--- src/sv/spq_pkg.sv ---
// Shared constants and codes for the strict priority queue core.
package spq_pkg;

    localparam int DEF_POOL_ENTRIES = 64;
    localparam int DEF_NUM_CLASSES  = 4;

    localparam int TAG_W   = 32;
    localparam int OP_W    = 2;
    localparam int CLS_W   = 3;
    localparam int STAT_W  = 3;
    localparam int LEN_W   = 7;
    localparam int CNT_W   = 3;
    localparam int SERVE_W = 16;

    localparam logic [OP_W-1:0] OP_ADD    = 2'd0;
    localparam logic [OP_W-1:0] OP_CALL   = 2'd1;
    localparam logic [OP_W-1:0] OP_REMOVE = 2'd2;

    localparam logic [STAT_W-1:0] ST_OK        = 3'd0;
    localparam logic [STAT_W-1:0] ST_BAD_CLASS = 3'd1;
    localparam logic [STAT_W-1:0] ST_EMPTY     = 3'd2;
    localparam logic [STAT_W-1:0] ST_NOT_FOUND = 3'd3;
    localparam logic [STAT_W-1:0] ST_FULL      = 3'd4;

endpackage

--- src/sv/spq_ram.sv ---
// Generic single-port-write, single-port-read RAM with registered read data.
module spq_ram #(
    parameter int WIDTH = 8,
    parameter int DEPTH = 16
) (
    input  logic                     clk,
    input  logic                     wr_en,
    input  logic [$clog2(DEPTH)-1:0] wr_addr,
    input  logic [WIDTH-1:0]         wr_data,
    input  logic [$clog2(DEPTH)-1:0] rd_addr,
    output logic [WIDTH-1:0]         rd_data
);

    logic [WIDTH-1:0] mem [DEPTH];

    // Write and registered read
    always_ff @(posedge clk)
    begin
        if (wr_en)
        begin
            mem[wr_addr] <= wr_data;
        end
        rd_data <= mem[rd_addr];
    end

endmodule

--- src/sv/strict_priority_four_class_queue_core.sv ---
// Top level of the strict priority four class queue core.
//
//  channel  | handshake           | beat contents
//  ---------+---------------------+------------------------------------------
//  input    | in_valid / in_ready | opcode, entry_tag, urgency_class
//  output   | out_valid/out_ready | status, served/removed, lengths, total
//
// Add passes through the states ADD_RD and ADD_WR and call through CALL_RD
// and CALL_WR, as the link and tag memories have registered reads. Remove
// walks every class list in turn, reading and checking each visited slot.
// After reset a clearing pass over all POOL_ENTRIES slots builds the free
// chain in the link memory; no beat is taken until it ends. A result beat
// waits in the output register; the next beat is taken only once it is gone.
module strict_priority_four_class_queue_core
    import spq_pkg::*;
#(
    parameter int POOL_ENTRIES = DEF_POOL_ENTRIES,
    parameter int NUM_CLASSES  = DEF_NUM_CLASSES
) (
    input  logic               clk,
    input  logic               rst_n,
    input  logic               in_valid,
    output logic               in_ready,
    input  logic [OP_W-1:0]    opcode,
    input  logic [TAG_W-1:0]   entry_tag,
    input  logic [CLS_W-1:0]   urgency_class,
    output logic               out_valid,
    input  logic               out_ready,
    output logic [STAT_W-1:0]  status,
    output logic [TAG_W-1:0]   served_tag,
    output logic [CLS_W-1:0]   served_class,
    output logic [CNT_W-1:0]   removed_count,
    output logic [LEN_W-1:0]   class1_length,
    output logic [LEN_W-1:0]   class2_length,
    output logic [LEN_W-1:0]   class3_length,
    output logic [LEN_W-1:0]   class4_length,
    output logic [SERVE_W-1:0] total_served
);

    localparam int SW = $clog2(POOL_ENTRIES);
    localparam int CW = $clog2(NUM_CLASSES);
    localparam int UW = SW + 1;
    localparam logic [SW-1:0] LAST_SLOT = SW'(POOL_ENTRIES - 1);
    localparam logic [CW-1:0] LAST_CLS  = CW'(NUM_CLASSES - 1);

    typedef enum logic [3:0] {
        S_INIT, S_IDLE, S_ADD_RD, S_ADD_WR, S_CALL_RD, S_CALL_WR,
        S_RM_CLASS, S_RM_RD, S_RM_CHK, S_RM_NEXT, S_OUT
    } state_t;

    state_t state_reg;

    // Memories
    logic          nx_we;
    logic [SW-1:0] nx_wa, nx_wd, nx_ra, nx_rd;
    logic          tg_we;
    logic [SW-1:0] tg_wa, tg_ra;
    logic [TAG_W-1:0] tg_wd, tg_rd;

    spq_ram #(.WIDTH(SW), .DEPTH(POOL_ENTRIES)) u_next_ram (
        .clk(clk), .wr_en(nx_we), .wr_addr(nx_wa), .wr_data(nx_wd),
        .rd_addr(nx_ra), .rd_data(nx_rd)
    );

    spq_ram #(.WIDTH(TAG_W), .DEPTH(POOL_ENTRIES)) u_tag_ram (
        .clk(clk), .wr_en(tg_we), .wr_addr(tg_wa), .wr_data(tg_wd),
        .rd_addr(tg_ra), .rd_data(tg_rd)
    );

    // Control registers
    logic [SW-1:0]    head_reg [NUM_CLASSES];
    logic [SW-1:0]    tail_reg [NUM_CLASSES];
    logic [UW-1:0]    len_reg  [NUM_CLASSES];
    logic [SW-1:0]    free_head_reg;
    logic [UW-1:0]    used_reg;
    logic [SERVE_W-1:0] served_reg;
    logic [SW-1:0]    init_reg;
    logic [TAG_W-1:0] tag_reg;
    logic [CW-1:0]    cls_reg;
    logic [SW-1:0]    slot_reg, cur_reg, prev_reg;
    logic [UW-1:0]    k_reg;
    logic [CW:0]      rm_reg;
    logic [STAT_W-1:0] status_reg;
    logic [TAG_W-1:0] stag_reg;
    logic [CLS_W-1:0] scls_reg;

    logic pool_full;
    assign pool_full = (used_reg >= UW'(POOL_ENTRIES));

    // Memory port steering
    always_comb
    begin
        nx_we = 1'b0;
        nx_wa = '0;
        nx_wd = '0;
        nx_ra = cur_reg;
        tg_we = 1'b0;
        tg_wa = slot_reg;
        tg_wd = tag_reg;
        tg_ra = cur_reg;
        case (state_reg)
            S_INIT:
            begin
                nx_we = 1'b1;
                nx_wa = init_reg;
                nx_wd = (init_reg == LAST_SLOT) ? '0 : init_reg + 1'b1;
            end
            S_IDLE:
            begin
                nx_ra = free_head_reg;
            end
            S_ADD_WR:
            begin
                // Link the new slot behind the tail, or write its own null link
                tg_we = 1'b1;
                nx_we = 1'b1;
                if (len_reg[cls_reg] != '0)
                begin
                    nx_wa = tail_reg[cls_reg];
                    nx_wd = slot_reg;
                end
                else
                begin
                    nx_wa = slot_reg;
                    nx_wd = '0;
                end
            end
            S_CALL_WR:
            begin
                nx_we = 1'b1;
                nx_wa = slot_reg;
                nx_wd = free_head_reg;
            end
            S_RM_CHK:
            begin
                if (tg_rd == tag_reg)
                begin
                    nx_we = 1'b1;
                    nx_wa = (k_reg != '0) ? prev_reg : cur_reg;
                    nx_wd = (k_reg != '0) ? nx_rd : free_head_reg;
                end
            end
            S_RM_NEXT:
            begin
                nx_we = 1'b1;
                nx_wa = cur_reg;
                nx_wd = free_head_reg;
            end
            default:
            begin
            end
        endcase
    end

    logic [CLS_W-1:0] ucls_m1;
    assign ucls_m1 = urgency_class - 1'b1;

    // Sequencer
    always_ff @(posedge clk or negedge rst_n)
    begin
        if (!rst_n)
        begin
            state_reg     <= S_INIT;
            init_reg      <= '0;
            free_head_reg <= '0;
            used_reg      <= '0;
            served_reg    <= '0;
            for (int i = 0; i < NUM_CLASSES; i++)
            begin
                head_reg[i] <= '0;
                tail_reg[i] <= '0;
                len_reg[i]  <= '0;
            end
        end
        else
        begin
            case (state_reg)
                S_INIT:
                begin
                    init_reg <= init_reg + 1'b1;
                    if (init_reg == LAST_SLOT)
                    begin
                        state_reg <= S_IDLE;
                    end
                end
                S_IDLE:
                begin
                    if (in_valid)
                    begin
                        tag_reg    <= entry_tag;
                        stag_reg   <= '0;
                        scls_reg   <= '0;
                        rm_reg     <= '0;
                        status_reg <= ST_OK;
                        cls_reg    <= '0;
                        k_reg      <= '0;
                        case (opcode)
                            OP_ADD:
                            begin
                                cls_reg <= CW'(ucls_m1);
                                if (urgency_class == '0 ||
                                    int'(urgency_class) > NUM_CLASSES)
                                begin
                                    status_reg <= ST_BAD_CLASS;
                                    state_reg  <= S_OUT;
                                end
                                else if (pool_full)
                                begin
                                    status_reg <= ST_FULL;
                                    state_reg  <= S_OUT;
                                end
                                else
                                begin
                                    slot_reg  <= free_head_reg;
                                    state_reg <= S_ADD_RD;
                                end
                            end
                            OP_CALL:
                            begin
                                state_reg  <= S_OUT;
                                status_reg <= ST_EMPTY;
                                // Pick the non-empty class with the lowest number
                                for (int c = NUM_CLASSES - 1; c >= 0; c--)
                                begin
                                    if (len_reg[c] != '0)
                                    begin
                                        cls_reg    <= CW'(c);
                                        cur_reg    <= head_reg[c];
                                        slot_reg   <= head_reg[c];
                                        status_reg <= ST_OK;
                                        state_reg  <= S_CALL_RD;
                                    end
                                end
                            end
                            OP_REMOVE:
                            begin
                                state_reg <= S_RM_CLASS;
                            end
                            default:
                            begin
                                state_reg <= S_OUT;
                            end
                        endcase
                    end
                end
                S_ADD_RD:
                begin
                    // Free-list successor is on nx_rd
                    free_head_reg <= nx_rd;
                    state_reg     <= S_ADD_WR;
                end
                S_ADD_WR:
                begin
                    if (len_reg[cls_reg] == '0)
                    begin
                        head_reg[cls_reg] <= slot_reg;
                    end
                    tail_reg[cls_reg] <= slot_reg;
                    len_reg[cls_reg]  <= len_reg[cls_reg] + 1'b1;
                    used_reg          <= used_reg + 1'b1;
                    state_reg         <= S_OUT;
                end
                S_CALL_RD:
                begin
                    state_reg <= S_CALL_WR;
                end
                S_CALL_WR:
                begin
                    stag_reg          <= tg_rd;
                    scls_reg          <= CLS_W'(cls_reg) + 1'b1;
                    head_reg[cls_reg] <= nx_rd;
                    len_reg[cls_reg]  <= len_reg[cls_reg] - 1'b1;
                    free_head_reg     <= slot_reg;
                    if (used_reg != '0)
                    begin
                        used_reg <= used_reg - 1'b1;
                    end
                    served_reg <= served_reg + 1'b1;
                    state_reg  <= S_OUT;
                end
                S_RM_CLASS:
                begin
                    // Start a walk of class cls_reg
                    cur_reg  <= head_reg[cls_reg];
                    prev_reg <= '0;
                    k_reg    <= '0;
                    if (len_reg[cls_reg] == '0)
                    begin
                        if (cls_reg == LAST_CLS)
                        begin
                            if (rm_reg == '0)
                            begin
                                status_reg <= ST_NOT_FOUND;
                            end
                            state_reg <= S_OUT;
                        end
                        else
                        begin
                            cls_reg <= cls_reg + 1'b1;
                        end
                    end
                    else
                    begin
                        state_reg <= S_RM_RD;
                    end
                end
                S_RM_RD:
                begin
                    state_reg <= S_RM_CHK;
                end
                S_RM_CHK:
                begin
                    if (tg_rd == tag_reg)
                    begin
                        if (k_reg == '0)
                        begin
                            head_reg[cls_reg] <= nx_rd;
                        end
                        if (k_reg + 1'b1 == len_reg[cls_reg])
                        begin
                            tail_reg[cls_reg] <= prev_reg;
                        end
                        len_reg[cls_reg] <= len_reg[cls_reg] - 1'b1;
                        rm_reg <= rm_reg + 1'b1;
                        if (k_reg != '0)
                        begin
                            // Free cur next cycle; prev link written now
                            state_reg <= S_RM_NEXT;
                        end
                        else
                        begin
                            free_head_reg <= cur_reg;
                            if (used_reg != '0)
                            begin
                                used_reg <= used_reg - 1'b1;
                            end
                            state_reg <= S_RM_CLASS;
                            if (cls_reg == LAST_CLS)
                            begin
                                state_reg <= S_OUT;
                            end
                            else
                            begin
                                cls_reg <= cls_reg + 1'b1;
                            end
                        end
                    end
                    else if (k_reg + 1'b1 == len_reg[cls_reg])
                    begin
                        if (cls_reg == LAST_CLS)
                        begin
                            if (rm_reg == '0)
                            begin
                                status_reg <= ST_NOT_FOUND;
                            end
                            state_reg <= S_OUT;
                        end
                        else
                        begin
                            cls_reg   <= cls_reg + 1'b1;
                            state_reg <= S_RM_CLASS;
                        end
                    end
                    else
                    begin
                        prev_reg  <= cur_reg;
                        cur_reg   <= nx_rd;
                        k_reg     <= k_reg + 1'b1;
                        state_reg <= S_RM_RD;
                    end
                end
                S_RM_NEXT:
                begin
                    free_head_reg <= cur_reg;
                    if (used_reg != '0)
                    begin
                        used_reg <= used_reg - 1'b1;
                    end
                    if (cls_reg == LAST_CLS)
                    begin
                        state_reg <= S_OUT;
                    end
                    else
                    begin
                        cls_reg   <= cls_reg + 1'b1;
                        state_reg <= S_RM_CLASS;
                    end
                end
                S_OUT:
                begin
                    if (out_ready)
                    begin
                        state_reg <= S_IDLE;
                    end
                end
                default:
                begin
                    state_reg <= S_IDLE;
                end
            endcase
        end
    end

    // Handshake and result fields
    assign in_ready      = (state_reg == S_IDLE);
    assign out_valid     = (state_reg == S_OUT);
    assign status        = status_reg;
    assign served_tag    = stag_reg;
    assign served_class  = scls_reg;
    assign removed_count = CNT_W'(rm_reg);
    assign class1_length = LEN_W'(len_reg[0]);
    assign class2_length = LEN_W'(len_reg[1]);
    assign class3_length = (NUM_CLASSES > 2) ? LEN_W'(len_reg[CW'(2 % NUM_CLASSES)]) : '0;
    assign class4_length = (NUM_CLASSES > 3) ? LEN_W'(len_reg[CW'(3 % NUM_CLASSES)]) : '0;
    assign total_served  = served_reg;

endmodule

--- config.mk ---
export PLATFORM = sky130hd
export DESIGN_NAME = strict_priority_four_class_queue_core
export DESIGN_NICKNAME = d
export VERILOG_FILES = /design/src/sv/spq_pkg.sv /design/src/sv/spq_ram.sv /design/src/sv/strict_priority_four_class_queue_core.sv
export SDC_FILE = /design/constraint.sdc
export NUM_CORES = 2
export LEC_CHECK = 0
export BUFFER_PORTS_ARGS = -buffer_cell sky130_fd_sc_hd__buf_2
export CORE_MARGIN = 8
export CORE_UTILIZATION = 60
export DETAILED_ROUTE_END_ITERATION = 7
export PLACE_DENSITY_LB_ADDON = 0.25
export SYNTH_ARGS = -nofsm -noshare
export SYNTH_HDL_FRONTEND = slang
export SYNTH_SLANG_ARGS = --single-unit
--- constraint.sdc ---
create_clock -name clk -period 5.2 [get_ports clk]
set_input_delay 1.56 -clock clk [delete_from_list [all_inputs] [get_ports clk]]
set_output_delay 1.56 -clock clk [all_outputs]
set_load 0.02 [all_outputs]
==> flow_summary.ini <==
[run_status]
status = finished, violations left
failed_checks = design-rule violations

[clocking]
cts-htree-levels = 5
cts-hold-fix-buffers = 0
clock_tree_from_tritoncts = built
cts.path.max_buffers = 4
clkLatencyLatePin_ns = 0.92
post_cts_buffers = 0
clock_tree.root_cell = sky130_fd_sc_hd__clkbuf_16
clk_transition_reported_paths_ns = 0.06
clock_sinks = 2685
numCtsBuffers = 280
post_cts_resized = 0

[worst_setup_path]
required_ns = 5.73
r2r-end = u_next_ram.mem[57][2]$_DFFE_PP_
worst-r2r-cell-count = 9
critical_path.reg2reg.startpoint = tag_reg[19]$_DFFE_PP_
critPathMaxFanout = 9
critPathLaunchType = register
criticalPathCategory = register to register
worstPathArrival_ns = 5.22
timing.reg2reg.setup_slack_ns = 0.51
cp-end-kind = register

[synth]
synthesized_instance_count = 5068
synth_area_per_cell_um2 = 20.7
yosysWarningCount = 0
yosysSeqAreaShare_pct = 75.8
number_of_synthesized_flops_with_an_enable_pin = 2532
synth_top_cell_area_share_pct = 72.3
synth.largest_area_cell = sky130_fd_sc_hd__edfxtp_1
synth.cell_area_mm2 = 0.105
ranking_of_synthesized_cells_by_area = sky130_fd_sc_hd__edfxtp_1 (72%), sky130_fd_sc_hd__mux4_2 (15%), sky130_fd_sc_hd__dfrtp_1 (2.7%), sky130_fd_sc_hd__nand2_1 (1.2%), sky130_fd_sc_hd__mux2i_1 (0.91%)
ys_dominant_reg_cell = sky130_fd_sc_hd__edfxtp_1
synth-async-reset-ratio_pct = 4.28
synth_seq_cells = 2685
netlist-cell-type-count = 83

[sta]
finalCriticalPeriod_ns = 4.69
worst-slew-pin-transition_ns = 1.26
rsz_0062_raised_after_global_routing = false
max_clock_freq_ghz = 0.213
fin_setup_tns_ns = 0
max-slew-margin-rel_pct = 15.6
fin_skew_ns = 0.0504
holdWs_ns = 0.489
maxSlewViolCount = 0
fin_crit_sh_pct = 90.1
hold_viol = 0
final_critical_path_setup_slack_ns = 0.514
timing.final.setup_violations = 0

[place]
number_of_placed_instances_with_taps_included = 7426
hpwl_um = 155000
globalplace.congestion = 0.891
preCtsSetupSlack_ns = 0.637
place.port_buffers = 113

[global_routing]
number_of_antenna_violations_at_the_first_check_in_global_routing = 32
grt_max_degree = 109
via_count_of_the_first_global_routing_pass = 54232
grt.total_usage_pct = 28.7
grt_first_pass_wirelength_um = 388000
gr-total-overflow = 0

[final_layout]
fill_cells = 10591
synthToLayoutAreaGrowth_pct = 12.7
multi_input_comb_area_mm2 = 0.0246
seqCellArea_mm2 = 0.0797
largestRegisters = u_tag_ram.mem: 2048 flops, u_next_ram.mem: 384 flops
layout-drive-gt1-share_pct = 27.6
largest_reg_flops = 2048
register_with_the_most_flip_flops = u_tag_ram.mem
final_nets = 5443
fin_cells = 7913

[detailed_routing]
dr_total_vias = 54197
initialDrtViolationCount = 7573
ant_nets = 0
detail_route.wirelength_um = 272000
detail_route.wl_per_cell_um = 34.4
routed_via_density = 6.85
dr.pass1.iters = 8
drt_drc_violations_left = 9

[power]
power.share.sequential_pct = 43.4
power.clock.fraction_pct = 32.0
internal-power_w = 0.0427
switching_fraction_of_total_power_pct = 29.5
cellPowerDensity_mw_per_mm2 = 512
comb_power_share_pct = 24.6
total_switching_power_w = 0.0179
worst_ir_drop_vdd_v = 0.000541
p_leak_nw = 38.5

[floorplan]
start_util_pct = 60.4
io-pin-count = 128
dieHeight_um = 435
coreArea_mm2 = 0.174
row_count = 153
die_span_in_x_um = 435
fp.dieArea_mm2 = 0.189

[run]
maxCapViolCount = 0

[worst_hold_path]
worstHoldPathType = input pin to asynchronous set/reset pin
how the worst max path moves through the flow:
stage | from | end | slack (ns) | cells past startpoint
floorplan | tag_reg[20]$_DFFE_PP_ | u_next_ram.mem[56][0]$_DFFE_PP_ | 1.41 | 9
global placement | tag_reg[28]$_DFFE_PP_ | u_next_ram.mem[51][3]$_DFFE_PP_ | 0.69 | 9
detailed placement | tag_reg[19]$_DFFE_PP_ | u_next_ram.mem[51][2]$_DFFE_PP_ | 0.64 | 9
CTS | tag_reg[19]$_DFFE_PP_ | u_next_ram.mem[11][1]$_DFFE_PP_ | 0.65 | 9
global route | tag_reg[20]$_DFFE_PP_ | u_next_ram.mem[11][1]$_DFFE_PP_ | 0.32 | 9
finish | tag_reg[19]$_DFFE_PP_ | u_next_ram.mem[57][2]$_DFFE_PP_ | 0.51 | 9
worst max-delay path, cell delays in order (launching register included):
cell,delay (ns)
sky130_fd_sc_hd__edfxtp_1,0.41
sky130_fd_sc_hd__xnor2_1,0.21
sky130_fd_sc_hd__nand4_1,0.23
sky130_fd_sc_hd__nor4_1,1.03
sky130_fd_sc_hd__buf_4,0.26
sky130_fd_sc_hd__nand3_1,0.34
sky130_fd_sc_hd__buf_4,0.31
sky130_fd_sc_hd__o2111ai_1,0.41
sky130_fd_sc_hd__nand2_1,0.53
sky130_fd_sc_hd__nor2_1,0.58
cell families (layout without fill, tap and decap cells):
| logic type | Yosys count | in the layout | synth area share, % |
|---|---|---|---|
| AOI/OAI and AO/OA | 308 | 308 | 1.95 |
| xor gates and xnor gates | 82 | 82 | 0.709 |
| adders and majority gates | 19 | 19 | 0.233 |
| buffers and inverters | 315 | 817 | 1.35 |
| DFF | 2685 | 2685 | 75.8 |
| muxes | 858 | 858 | 16.5 |
| other | 1 | 19 | 0.00357 |
| and+or+nand+nor | 800 | 800 | 3.42 |
per-stage QoR:
stage	instance area [um2]	power (W)	utilization (%)
6_report	118000	0.0606	68.1
5_1_grt	118000	0.0623	68.0
4_1_cts	118000	0.0606	68.0
3_5_place_dp	110000	0.0414	63.0
3_3_place_gp	110000	0.0413	63.0
2_1_floorplan	105000	0.0362	-
placed cells by master (no fill, tap or decap), drive strengths merged, types with 13 or more instances in the layout:
cell type  instances
nand2            352
clkinv           100
clkbuf           352
nor4              13
a32oi             15
dfrtp            115
a31oi             24
ha                18
o22ai             17
nor3              19
edfxtp          2532
mux2i             97
xnor2             65
xor2              15
inv               29
buf              310
a211oi            15
o21ai             74
nand4             34
mux4             695
conb              14
bufinv            23
dfxtp             38
and2              47
nand3             63
a22oi             14
nor2             203
mux2              66
a21oi             68
power groups by stage:
| stage | Sequential (W) | Clock, W | Combinational, W |
|---|---|---|---|
| finish | 0.0263 | 0.0194 | 0.0149 |
| global route | 0.0264 | 0.0203 | 0.0157 |
| CTS | 0.0263 | 0.0195 | 0.0148 |
| detailed placement | 0.0267 | 0 | 0.0147 |
| global placement | 0.0267 | 0 | 0.0146 |
| floorplan | 0.0266 | 0 | 0.00956 |
area by class of cell:
cell class	count	area share (%)
multi-input combinational	2081	20.8
inverter	25	0.0803
clock inverter	130	1.01
timing repair buffer	310	1.97
clock buffer	352	6.38
sequential	2685	67.3
antenna	5	0.0106
tap	2325	2.46
synthesized netlist by cell type, types with 24 or more instances:
cell	n
sky130_fd_sc_hd__edfxtp_1	2532
sky130_fd_sc_hd__mux4_2	690
sky130_fd_sc_hd__nand2_1	350
sky130_fd_sc_hd__nor2_1	201
sky130_fd_sc_hd__clkbuf_1	148
sky130_fd_sc_hd__dfrtp_1	115
sky130_fd_sc_hd__mux2i_1	96
sky130_fd_sc_hd__o21ai_0	72
sky130_fd_sc_hd__a21oi_1	67
sky130_fd_sc_hd__mux2_2	65
sky130_fd_sc_hd__xnor2_1	65
sky130_fd_sc_hd__nand3_1	62
sky130_fd_sc_hd__buf_1	56
sky130_fd_sc_hd__and2_1	47
sky130_fd_sc_hd__buf_2	43
sky130_fd_sc_hd__buf_4	39
sky130_fd_sc_hd__dfxtp_1	38
sky130_fd_sc_hd__nand4_1	34
sky130_fd_sc_hd__a31oi_1	24
sky130_fd_sc_hd__inv_1	24
routing by layer:
layer / wire length, um / GRT usage, %
met5: 10 / 0
met4: 10400 / 10.1
met3: 29800 / 6.44
met2: 130000 / 45.3
met1: 102000 / 40.3
(Power assumes the default switching activity.)
